File: src/design/gple_pkg.sv
// shared widths, codes, constants and the table entry type
// no dependencies; used by every module of the emission block
`timescale 1ns / 1ps

package gple_pkg;

  localparam int unsigned TABLE_DEPTH_DEF = 16;

  localparam int TIME_W     = 32;
  localparam int FLOW_W     = 32;
  localparam int AREA_W     = 24;
  localparam int COUNT_W    = 5;
  localparam int INDEX_W    = 4;
  localparam int OUT_W      = 56;
  localparam int CFG_IDX_W  = 2;
  localparam int CFG_DATA_W = 32;

  // emission window length in seconds
  localparam logic [TIME_W-1:0] WINDOW_SECONDS = 32'd126000;

  // floor(0.000165 * 2^48)
  localparam int K_W = 36;
  localparam logic [K_W-1:0] SCALE_K = 36'd46443371157;

  localparam int MUL_A_W     = 64;
  localparam int MUL_B_W     = K_W;
  localparam int PROD_W      = MUL_A_W + MUL_B_W;
  localparam int SCALE_SHIFT = 16;
  localparam int SCALED_W    = PROD_W - SCALE_SHIFT;

  localparam int DIV_DVD_W = 64;
  localparam int DIV_DVS_W = 32;

  localparam logic [OUT_W-1:0] OUT_MAX = '1;

  localparam logic CMD_LOAD = 1'b0;
  localparam logic CMD_EVAL = 1'b1;

  localparam logic [CFG_IDX_W-1:0] CFG_ARRIVAL_TIME = 2'd0;
  localparam logic [CFG_IDX_W-1:0] CFG_ACTIVE_AREA  = 2'd1;
  localparam logic [CFG_IDX_W-1:0] CFG_BREAKPOINTS  = 2'd2;

  localparam logic [TIME_W-1:0]  ARRIVAL_RESET     = 32'd5600;
  localparam logic [AREA_W-1:0]  AREA_RESET        = 24'd0;
  localparam logic [COUNT_W-1:0] BREAKPOINTS_RESET = 5'd2;

  typedef struct packed {
    logic [TIME_W-1:0] bp_time;
    logic [FLOW_W-1:0] bp_flow;
  } entry_t;

endpackage

File: src/design/gple_table.sv
// breakpoint table: one write port, one registered read port
// depends on gple_pkg for the entry type
`timescale 1ns / 1ps

module gple_table #(
  parameter int unsigned DEPTH = gple_pkg::TABLE_DEPTH_DEF
) (
  input  logic                     clk,
  input  logic                     wr_en,
  input  logic [$clog2(DEPTH)-1:0] wr_addr,
  input  gple_pkg::entry_t         wr_data,
  input  logic [$clog2(DEPTH)-1:0] rd_addr,
  output gple_pkg::entry_t         rd_data
);

  gple_pkg::entry_t mem_r [DEPTH];
  gple_pkg::entry_t rd_data_r;

  always_ff @(posedge clk) begin
    if (wr_en) begin
      mem_r[wr_addr] <= wr_data;
    end
    rd_data_r <= mem_r[rd_addr];
  end

  assign rd_data = rd_data_r;

endmodule

File: src/design/gple_mul.sv
// shift-add multiplier, one multiplier bit per cycle, lsb first
// depends on gple_pkg for operand widths
`timescale 1ns / 1ps

module gple_mul (
  input  logic                          clk,
  input  logic                          rst_n,
  input  logic                          start,
  input  logic [gple_pkg::MUL_A_W-1:0]  a,
  input  logic [gple_pkg::MUL_B_W-1:0]  b,
  output logic                          done,
  output logic [gple_pkg::PROD_W-1:0]   prod
);

  localparam int A_W   = gple_pkg::MUL_A_W;
  localparam int B_W   = gple_pkg::MUL_B_W;
  localparam int P_W   = gple_pkg::PROD_W;
  localparam int CNT_W = $clog2(B_W + 1);

  logic [A_W-1:0]   a_r;
  logic [P_W-1:0]   p_r, p_nxt;
  logic [CNT_W-1:0] cnt_r;
  logic             done_r;
  logic [A_W:0]     sum;

  // upper half accumulates, multiplier bits shift out of the lower half
  assign sum   = {1'b0, p_r[P_W-1:B_W]} + (p_r[0] ? {1'b0, a_r} : '0);
  assign p_nxt = {sum, p_r[B_W-1:1]};

  always_ff @(posedge clk) begin
    if (!rst_n) begin
      cnt_r  <= '0;
      done_r <= 1'b0;
    end else begin
      done_r <= 1'b0;
      if (start) begin
        cnt_r <= CNT_W'(B_W);
      end else if (cnt_r != '0) begin
        cnt_r <= cnt_r - CNT_W'(1);
        if (cnt_r == CNT_W'(1)) begin
          done_r <= 1'b1;
        end
      end
    end
  end

  always_ff @(posedge clk) begin
    if (start) begin
      a_r <= a;
      p_r <= P_W'(b);
    end else if (cnt_r != '0) begin
      p_r <= p_nxt;
    end
  end

  assign done = done_r;
  assign prod = p_r;

endmodule

File: src/design/gple_div.sv
// restoring divider, one quotient bit per cycle, msb first
// depends on gple_pkg for operand widths; remainder in must be below divisor
`timescale 1ns / 1ps

module gple_div (
  input  logic                           clk,
  input  logic                           rst_n,
  input  logic                           start,
  input  logic [gple_pkg::DIV_DVD_W-1:0] dividend,
  input  logic [gple_pkg::DIV_DVS_W-1:0] divisor,
  input  logic [gple_pkg::DIV_DVS_W-1:0] rem_init,
  output logic                           done,
  output logic [gple_pkg::DIV_DVD_W-1:0] quotient
);

  localparam int DVD_W = gple_pkg::DIV_DVD_W;
  localparam int DVS_W = gple_pkg::DIV_DVS_W;
  localparam int CNT_W = $clog2(DVD_W + 1);

  logic [DVS_W-1:0] dvs_r;
  logic [DVS_W-1:0] rem_r, rem_nxt;
  logic [DVD_W-1:0] q_r, q_nxt;
  logic [CNT_W-1:0] cnt_r;
  logic             done_r;
  logic [DVS_W:0]   trial;
  logic [DVS_W:0]   diff;
  logic             fits;

  // dividend bits leave at the top while quotient bits enter at the bottom
  assign trial   = {rem_r, q_r[DVD_W-1]};
  assign diff    = trial - {1'b0, dvs_r};
  assign fits    = (trial >= {1'b0, dvs_r});
  assign rem_nxt = fits ? diff[DVS_W-1:0] : trial[DVS_W-1:0];
  assign q_nxt   = {q_r[DVD_W-2:0], fits};

  always_ff @(posedge clk) begin
    if (!rst_n) begin
      cnt_r  <= '0;
      done_r <= 1'b0;
    end else begin
      done_r <= 1'b0;
      if (start) begin
        cnt_r <= CNT_W'(DVD_W);
      end else if (cnt_r != '0) begin
        cnt_r <= cnt_r - CNT_W'(1);
        if (cnt_r == CNT_W'(1)) begin
          done_r <= 1'b1;
        end
      end
    end
  end

  always_ff @(posedge clk) begin
    if (start) begin
      dvs_r <= divisor;
      rem_r <= rem_init;
      q_r   <= dividend;
    end else if (cnt_r != '0) begin
      rem_r <= rem_nxt;
      q_r   <= q_nxt;
    end
  end

  assign done     = done_r;
  assign quotient = q_r;

endmodule

File: src/design/gated_piecewise_linear_emission.sv
// load: written into the table at its transfer, no result, next item in the next cycle
// evaluate: gated or out-of-range items end at the range check; others search the table,
//   then multiply and divide for the segment and for scaling and area; equal times skip
//   the first pair, a negative flow ends at the first divide, saturation skips the second
// one evaluation at a time; the result strobe lasts one cycle and cannot be stalled
// synchronous active-low reset restores state and settings; table contents stay as written
`timescale 1ns / 1ps

module gated_piecewise_linear_emission #(
  parameter int unsigned TABLE_DEPTH = gple_pkg::TABLE_DEPTH_DEF
) (
  input  logic                              clk,
  input  logic                              rst_n,
  input  logic                              start,
  output logic                              busy,
  input  logic                              in_command,
  input  logic [gple_pkg::INDEX_W-1:0]      in_entry_index,
  input  logic [gple_pkg::TIME_W-1:0]       in_entry_time,
  input  logic [gple_pkg::FLOW_W-1:0]       in_entry_flow,
  input  logic [gple_pkg::TIME_W-1:0]       in_begin_time,
  input  logic [gple_pkg::TIME_W-1:0]       in_activation_time,
  output logic                              out_valid,
  output logic [gple_pkg::OUT_W-1:0]        out_flux_per_area,
  input  logic                              cfg_valid,
  output logic                              cfg_ready,
  input  logic [gple_pkg::CFG_IDX_W-1:0]    cfg_index,
  input  logic [gple_pkg::CFG_DATA_W-1:0]   cfg_data
);

  localparam int IDX_W = $clog2(TABLE_DEPTH);

  typedef enum logic [9:0] {
    S_IDLE   = 10'b00_0000_0001,
    S_RANGE  = 10'b00_0000_0010,
    S_FIRST  = 10'b00_0000_0100,
    S_SEARCH = 10'b00_0000_1000,
    S_CALC   = 10'b00_0001_0000,
    S_MUL1   = 10'b00_0010_0000,
    S_DIV1   = 10'b00_0100_0000,
    S_SCALE  = 10'b00_1000_0000,
    S_MUL2   = 10'b01_0000_0000,
    S_DIV2   = 10'b10_0000_0000
  } state_t;

  state_t state_r, state_nxt;
  logic   done_flag_r, done_flag_nxt;

  logic [gple_pkg::TIME_W-1:0]  arrival_r;
  logic [gple_pkg::AREA_W-1:0]  area_r;
  logic [gple_pkg::COUNT_W-1:0] bpu_r;

  logic [gple_pkg::TIME_W-1:0] t_r, t_nxt;
  logic                        zero_r, zero_nxt;
  logic [IDX_W-1:0]            j_r, j_nxt;
  gple_pkg::entry_t            prev_r, prev_nxt;
  gple_pkg::entry_t            cur_r, cur_nxt;
  logic                        neg_r, neg_nxt;
  logic [63:0]                 flux_r, flux_nxt;
  logic [gple_pkg::OUT_W-1:0]  res_r, res_nxt;
  logic                        out_valid_r, out_valid_nxt;

  logic             accept;
  logic             wr_en;
  logic [IDX_W-1:0] wr_addr;
  gple_pkg::entry_t wr_data;
  logic [IDX_W-1:0] rd_addr;
  gple_pkg::entry_t rd_data;
  logic [IDX_W-1:0] last_idx;

  logic [gple_pkg::TIME_W:0] window_diff;
  logic                      closed;
  logic                      before_arrival;

  logic                        dt_neg, df_neg, den_neg;
  logic [gple_pkg::TIME_W-1:0] dt_mag, den_mag;
  logic [gple_pkg::FLOW_W-1:0] df_mag;
  logic [63:0]                 f0_ext;
  logic [64:0]                 sum_ext;

  logic                           mul_start, mul_done;
  logic [gple_pkg::MUL_A_W-1:0]   mul_a;
  logic [gple_pkg::MUL_B_W-1:0]   mul_b;
  logic [gple_pkg::PROD_W-1:0]    mul_prod;
  logic                           div_start, div_done;
  logic [gple_pkg::DIV_DVD_W-1:0] div_dividend, div_quot;
  logic [gple_pkg::DIV_DVS_W-1:0] div_divisor, div_rem_init;

  logic [gple_pkg::SCALED_W-1:0] scaled;
  logic [gple_pkg::AREA_W:0]     divisor_d;
  logic                          sat;

  assign busy      = (state_r != S_IDLE) || done_flag_r;
  assign accept    = start && !busy;
  assign cfg_ready = 1'b1;

  // configuration registers
  always_ff @(posedge clk) begin
    if (!rst_n) begin
      arrival_r <= gple_pkg::ARRIVAL_RESET;
      area_r    <= gple_pkg::AREA_RESET;
      bpu_r     <= gple_pkg::BREAKPOINTS_RESET;
    end else if (cfg_valid && cfg_ready) begin
      unique case (cfg_index)
        gple_pkg::CFG_ARRIVAL_TIME: arrival_r <= cfg_data;
        gple_pkg::CFG_ACTIVE_AREA:  area_r    <= cfg_data[gple_pkg::AREA_W-1:0];
        gple_pkg::CFG_BREAKPOINTS:  bpu_r     <= cfg_data[gple_pkg::COUNT_W-1:0];
        default: begin
        end
      endcase
    end
  end

  // last valid entry, count clamped to 2..depth
  always_comb begin
    priority if (bpu_r < 5'd2) begin
      last_idx = IDX_W'(1);
    end else if (32'(bpu_r) > 32'(TABLE_DEPTH)) begin
      last_idx = IDX_W'(TABLE_DEPTH - 1);
    end else begin
      last_idx = IDX_W'(bpu_r - 5'd1);
    end
  end

  assign wr_en   = accept && (in_command == gple_pkg::CMD_LOAD)
                   && (32'(in_entry_index) < 32'(TABLE_DEPTH));
  assign wr_addr = IDX_W'(in_entry_index);
  assign wr_data = '{bp_time: in_entry_time, bp_flow: in_entry_flow};

  gple_table #(.DEPTH(TABLE_DEPTH)) u_table (
    .clk     (clk),
    .wr_en   (wr_en),
    .wr_addr (wr_addr),
    .wr_data (wr_data),
    .rd_addr (rd_addr),
    .rd_data (rd_data)
  );

  // gating checks at the transfer
  assign before_arrival = (in_begin_time < arrival_r);
  assign window_diff    = {1'b0, in_begin_time} - {1'b0, in_activation_time};
  assign closed         = !window_diff[gple_pkg::TIME_W]
                          && (window_diff[gple_pkg::TIME_W-1:0] >= gple_pkg::WINDOW_SECONDS);

  // segment terms as sign and magnitude
  assign dt_neg  = (t_r < prev_r.bp_time);
  assign dt_mag  = dt_neg ? (prev_r.bp_time - t_r) : (t_r - prev_r.bp_time);
  assign df_neg  = (cur_r.bp_flow < prev_r.bp_flow);
  assign df_mag  = df_neg ? (prev_r.bp_flow - cur_r.bp_flow) : (cur_r.bp_flow - prev_r.bp_flow);
  assign den_neg = (cur_r.bp_time < prev_r.bp_time);
  assign den_mag = den_neg ? (prev_r.bp_time - cur_r.bp_time) : (cur_r.bp_time - prev_r.bp_time);

  assign f0_ext  = 64'(prev_r.bp_flow);
  assign sum_ext = {1'b0, f0_ext} + {1'b0, div_quot};

  assign scaled    = mul_prod[gple_pkg::PROD_W-1:gple_pkg::SCALE_SHIFT];
  assign divisor_d = {1'b0, area_r} + 25'd1;
  // quotient reaches 2^56 exactly when the top bits reach the divisor
  assign sat       = (scaled[gple_pkg::SCALED_W-1:gple_pkg::OUT_W]
                      >= (gple_pkg::SCALED_W - gple_pkg::OUT_W)'(divisor_d));

  assign mul_a = (state_r == S_SCALE) ? flux_r : gple_pkg::MUL_A_W'(dt_mag);
  assign mul_b = (state_r == S_SCALE) ? gple_pkg::SCALE_K : gple_pkg::MUL_B_W'(df_mag);

  assign div_dividend = (state_r == S_MUL2) ? scaled[gple_pkg::DIV_DVD_W-1:0]
                                            : mul_prod[gple_pkg::DIV_DVD_W-1:0];
  assign div_divisor  = (state_r == S_MUL2) ? gple_pkg::DIV_DVS_W'(divisor_d) : den_mag;
  assign div_rem_init = (state_r == S_MUL2)
                        ? gple_pkg::DIV_DVS_W'(scaled[gple_pkg::SCALED_W-1:gple_pkg::DIV_DVD_W])
                        : '0;

  gple_mul u_mul (
    .clk   (clk),
    .rst_n (rst_n),
    .start (mul_start),
    .a     (mul_a),
    .b     (mul_b),
    .done  (mul_done),
    .prod  (mul_prod)
  );

  gple_div u_div (
    .clk      (clk),
    .rst_n    (rst_n),
    .start    (div_start),
    .dividend (div_dividend),
    .divisor  (div_divisor),
    .rem_init (div_rem_init),
    .done     (div_done),
    .quotient (div_quot)
  );

  always_comb begin
    state_nxt     = state_r;
    done_flag_nxt = 1'b0;
    t_nxt         = t_r;
    zero_nxt      = zero_r;
    j_nxt         = j_r;
    prev_nxt      = prev_r;
    cur_nxt       = cur_r;
    neg_nxt       = neg_r;
    flux_nxt      = flux_r;
    res_nxt       = res_r;
    out_valid_nxt = 1'b0;
    mul_start     = 1'b0;
    div_start     = 1'b0;
    rd_addr       = '0;
    unique case (state_r)
      S_IDLE: begin
        // keep the last entry on the read port for the range check
        rd_addr = last_idx;
        if (done_flag_r) begin
          out_valid_nxt = 1'b1;
        end else if (accept && (in_command == gple_pkg::CMD_EVAL)) begin
          t_nxt     = in_begin_time - arrival_r;
          zero_nxt  = before_arrival || closed;
          state_nxt = S_RANGE;
        end
      end
      S_RANGE: begin
        if (zero_r || (t_r > rd_data.bp_time)) begin
          res_nxt       = '0;
          done_flag_nxt = 1'b1;
          state_nxt     = S_IDLE;
        end else begin
          state_nxt = S_FIRST;
        end
      end
      S_FIRST: begin
        prev_nxt  = rd_data;
        rd_addr   = IDX_W'(1);
        j_nxt     = IDX_W'(1);
        state_nxt = S_SEARCH;
      end
      S_SEARCH: begin
        if ((rd_data.bp_time < t_r) && (j_r != last_idx)) begin
          prev_nxt = rd_data;
          j_nxt    = j_r + IDX_W'(1);
          rd_addr  = j_r + IDX_W'(1);
        end else begin
          cur_nxt   = rd_data;
          state_nxt = S_CALC;
        end
      end
      S_CALC: begin
        if (cur_r.bp_time == prev_r.bp_time) begin
          flux_nxt  = f0_ext;
          state_nxt = S_SCALE;
        end else begin
          mul_start = 1'b1;
          neg_nxt   = dt_neg ^ df_neg ^ den_neg;
          state_nxt = S_MUL1;
        end
      end
      S_MUL1: begin
        if (mul_done) begin
          div_start = 1'b1;
          state_nxt = S_DIV1;
        end
      end
      S_DIV1: begin
        if (div_done) begin
          if (neg_r && (div_quot != '0)) begin
            // a flow below zero gives a zero result
            if (div_quot > f0_ext) begin
              res_nxt       = '0;
              done_flag_nxt = 1'b1;
              state_nxt     = S_IDLE;
            end else begin
              flux_nxt  = f0_ext - div_quot;
              state_nxt = S_SCALE;
            end
          end else begin
            flux_nxt  = sum_ext[64] ? '1 : sum_ext[63:0];
            state_nxt = S_SCALE;
          end
        end
      end
      S_SCALE: begin
        mul_start = 1'b1;
        state_nxt = S_MUL2;
      end
      S_MUL2: begin
        if (mul_done) begin
          if (sat) begin
            res_nxt       = gple_pkg::OUT_MAX;
            done_flag_nxt = 1'b1;
            state_nxt     = S_IDLE;
          end else begin
            div_start = 1'b1;
            state_nxt = S_DIV2;
          end
        end
      end
      S_DIV2: begin
        if (div_done) begin
          res_nxt       = div_quot[gple_pkg::OUT_W-1:0];
          done_flag_nxt = 1'b1;
          state_nxt     = S_IDLE;
        end
      end
      default: begin
        state_nxt = S_IDLE;
      end
    endcase
  end

  always_ff @(posedge clk) begin
    if (!rst_n) begin
      state_r     <= S_IDLE;
      done_flag_r <= 1'b0;
      out_valid_r <= 1'b0;
    end else begin
      state_r     <= state_nxt;
      done_flag_r <= done_flag_nxt;
      out_valid_r <= out_valid_nxt;
    end
  end

  always_ff @(posedge clk) begin
    t_r    <= t_nxt;
    zero_r <= zero_nxt;
    j_r    <= j_nxt;
    prev_r <= prev_nxt;
    cur_r  <= cur_nxt;
    neg_r  <= neg_nxt;
    flux_r <= flux_nxt;
    res_r  <= res_nxt;
  end

  assign out_valid         = out_valid_r;
  assign out_flux_per_area = res_r;

endmodule

File: config.mk
export PLATFORM = sky130hd
export DESIGN_NAME = gated_piecewise_linear_emission
export DESIGN_NICKNAME = d
export VERILOG_FILES = /design/src/design/gple_pkg.sv /design/src/design/gple_table.sv /design/src/design/gple_mul.sv /design/src/design/gple_div.sv /design/src/design/gated_piecewise_linear_emission.sv
export SDC_FILE = /design/constraint.sdc
export NUM_CORES = 2
export LEC_CHECK = 0
export ABC_AREA = 1
export BUFFER_PORTS_ARGS = -buffer_cell sky130_fd_sc_hd__buf_4
export CAP_MARGIN = 15
export CELL_PAD_IN_SITES_DETAIL_PLACEMENT = 1
export CELL_PAD_IN_SITES_GLOBAL_PLACEMENT = 1
export CORE_ASPECT_RATIO = 1.5
export CORE_MARGIN = 2
export CORE_UTILIZATION = 35
export CTS_BUF_LIST = sky130_fd_sc_hd__clkbuf_8
export CTS_CLUSTER_SIZE = 24
export DETAILED_ROUTE_END_ITERATION = 10
export PLACE_DENSITY_LB_ADDON = 0.1
export REMOVE_ABC_BUFFERS = 1
export SKIP_CTS_REPAIR_TIMING = 1
export SLEW_MARGIN = 0
export SYNTH_ARGS = -nofsm -noshare
export SYNTH_HDL_FRONTEND = slang
export SYNTH_SLANG_ARGS = --single-unit
export TNS_END_PERCENT = 30
File: constraint.sdc
create_clock -name clk -period 11.4 [get_ports clk]
set_input_delay 2.28 -clock clk [delete_from_list [all_inputs] [get_ports clk]]
set_output_delay 2.28 -clock clk [all_outputs]
set_load 0.1 [all_outputs]
==> metrics <==
most frequent cells in the layout=nand2_1 (2505), inv_1 (1951), edfxtp_1 (1538), nand3_1 (1512), nor2_1 (865); TNS Setup=0 ps; DP HPWL=306.7 mm; largest net degree at the start of global routing=196; via/cell ratio=5.302; Worst Hold Margin=428.7 ps; Hold Vio Cnt, Final=0; commonest non-fill, non-tap cell in the layout=nand2_1; Flop pwr share=32.3%; hold crit path type=reg -> reg; DRT antenna net count=0; startpoint types=register; GPL Wtd Cong=0.9480; global route overflow=0; status=completed; Crit. Startpoint=area_r[0]$_SDFFE_PN0P_; Crit Path Max Fanout=53; H-tree depth=5; internal power=14.60 mW; Vias=86860; overall routing resource usage=27.49%; Post-synth EDFFs=1538; die area=297000 um^2; R2R depth=28; # port buffers=228; Routed WL=417.3 mm; Arr. time, crit path=6360 ps; Slowest-stage cell, CP=nand2_4; CTS buffer count=308; switch share=46.64%; R2R Setup Slk=5610 ps; Starting Density=35.12%; slew at the pin closest to its max-slew limit=1199 ps; RSZ-0062 raised after global routing=no; buffer levels on the longest clock path=4; I/O pin cnt=230; Syn Std Cell Area=102400 um^2; Final period util=50.82%; layout cell share with drive strength beyond 1=6.622%; num rows=243; core area=291600 um^2; Crit Path Class=reg -> reg; LEAKAGE=48.89 nW; total power=27.36 mW; max_slew headroom=19.24%; register area=50510 um^2; post-layout net count=13000; Async SR Flop Fraction=0%; initial drt markers=4935; Skew-Pair Late Insertion Delay=1000 ps; initial antenna violation count=22; vias in the first global route=92070; area of the multi-input gates=42720 um^2; Chip Width=445.6 um; most used cell, CP=nand2_1; Clock Sinks=1754; CTS tree=built; Post-Syn Instances=12190; die height=666.5 um; Worst Setup EP=u_div.quotient[0]$_DFFE_PP_; post-synth cell types=62; Setup Viol. Count Final=0; total of max-cap violations=0; Area Growth Syn to Fin=11.04%; DRT Pass-1 Iters=6; slowest stage delay, CP=780 ps; WP data required=11970 ps; post-synthesis sequential area ratio=49.32%; Post-Route Skew=81.00 ps; CTS Root Cell=clkbuf_8; reg-to-reg endpoint=u_div.quotient[0]$_DFFE_PP_; PwrDens=240.6 nW/um^2; pins over their slew limit=0; post-synthesis register bit count=1754; Clock Power Share=21.4%; worst r2r src=area_r[0]$_SDFFE_PN0P_; Ys Warns=0; sw power=12.76 mW; Comb pwr share=46.3%; Fmax=172.6 MHz; Avg Inst Size Synth=8.399 um^2; Period minus WS final=5793 ps; Synth Flop Type=edfxtp_1; CP endpoint kind=register; first-pass GRT wire length=609.0 mm; WL per Instance=25.47 um; Peak VDD IR=0.3158 mV; clock-pin slew on the worst setup and hold paths=60 ps; drt drc=0; Fillers=34590
logic make-up (layout without fill, tap and decap cells):
| kind of cell | Yosys count | after routing | synth area share, % |
|---|---|---|---|
| AND/OR/NAND/NOR | 5341 | 5341 | 22.62 |
| buffers and inverters | 2397 | 2784 | 9.181 |
| AO/OA/AOI/OAI | 1880 | 1880 | 9.975 |
| flip-flops | 1754 | 1754 | 49.32 |
| adder cells (fa/ha/maj) | 489 | 489 | 6.063 |
| XOR/XNOR | 321 | 321 | 2.746 |
| multiplexers | 9 | 9 | 0.08798 |
| other | 1 | 8 | 0.003662 |
worst min-delay path by stage:
| stage | startpoint | end | depth (start not counted) |
|---|---|---|---|
| floorplan | u_table.rd_data[0]$_DFF_P_ | cur_r[0]$_DFFE_PP_ | 0 |
| global placement | u_table.rd_data[29]$_DFF_P_ | cur_r[29]$_DFFE_PP_ | 0 |
| detailed placement | u_table.rd_data[29]$_DFF_P_ | cur_r[29]$_DFFE_PP_ | 0 |
| CTS | u_table.rd_data[29]$_DFF_P_ | f0_ext[29]$_DFFE_PP_ | 0 |
| global route | u_table.rd_data[29]$_DFF_P_ | cur_r[29]$_DFFE_PP_ | 0 |
| finish | u_table.rd_data[29]$_DFF_P_ | f0_ext[29]$_DFFE_PP_ | 0 |
per-stage QoR:
step	setup slack, ps	instances	instance area, um^2	util, %
final	5607	16380	113700	39.00
after floorplan	-8343	11690	100100	-
after detailed placement	5065	15830	107700	36.95
after global routing	5077	16380	113700	38.99
after CTS	5500	16380	113700	38.99
after global placement	5083	15820	107700	36.95
power by group through the flow:
stage	Clock (mW)	Sequential [mW]	Combinational (mW)
after floorplan	0	8.54	8.19
after global placement	0	8.96	12.5
after detailed placement	0	8.97	12.7
after CTS	6.04	8.84	12.8
after global routing	6.29	8.87	14.0
final	5.86	8.84	12.7
sequential cells by signal (all words and copies together), names as in the netlist, 56 cells and up:
register,flops
out_flux_per_area,56
u_table.rd_data,64
u_table.mem_r,1024
u_mul.prod,100
u_mul.a_r,64
flux_r,64
cur_r,64
u_div.quotient,64
layout make-up:
class	instances	share of cell area [%]
sequential	1754	44.42
clock buffer	336	4.067
clock inverter	215	1.161
timing repair buffer	342	2.313
antenna	7	0.01541
inverter	1891	6.274
tap	3797	4.178
multi-input combinational	8041	37.57
worst max-delay path: cells and delay by family (launching register included):
family,cells,cell delay (ps)
simple gates,21,3300
buf+inv,4,1000
fa+ha+maj,2,440
flops,1,400
compound gates,1,140
Yosys cell counts, types with 61 or more instances:
cell / n / area (um^2)
xnor2_1: 84 / 735.7
a21o_1: 61 / 457.9
nand4_1: 81 / 506.7
o21ai_0: 699 / 3498
o211ai_1: 63 / 473.0
o21ai_1: 105 / 525.5
nor3_1: 103 / 515.5
nor2_1: 883 / 3314
inv_1: 1862 / 6989
edfxtp_1: 1538 / 46180
nand3_1: 1513 / 7572
dfxtp_1: 216 / 4324
xor2_1: 237 / 2076
nand3b_1: 161 / 1209
clkbuf_1: 221 / 829.6
buf_2: 234 / 1171
nand2_1: 2512 / 9429
ha_1: 477 / 5968
a21oi_1: 745 / 3729
routing by layer:
layer / part of all wire, % / vias up / track usage [%]
met5: 0.020 / - / 0
met4: 5.3 / 12 / 13.20
met3: 3.1 / 776 / 2.667
met2: 52 / 1695 / 51.12
met1: 39 / 43390 / 31.21
li1: - / 40990 / -
Note: power is estimated with default switching activity, not from simulation.
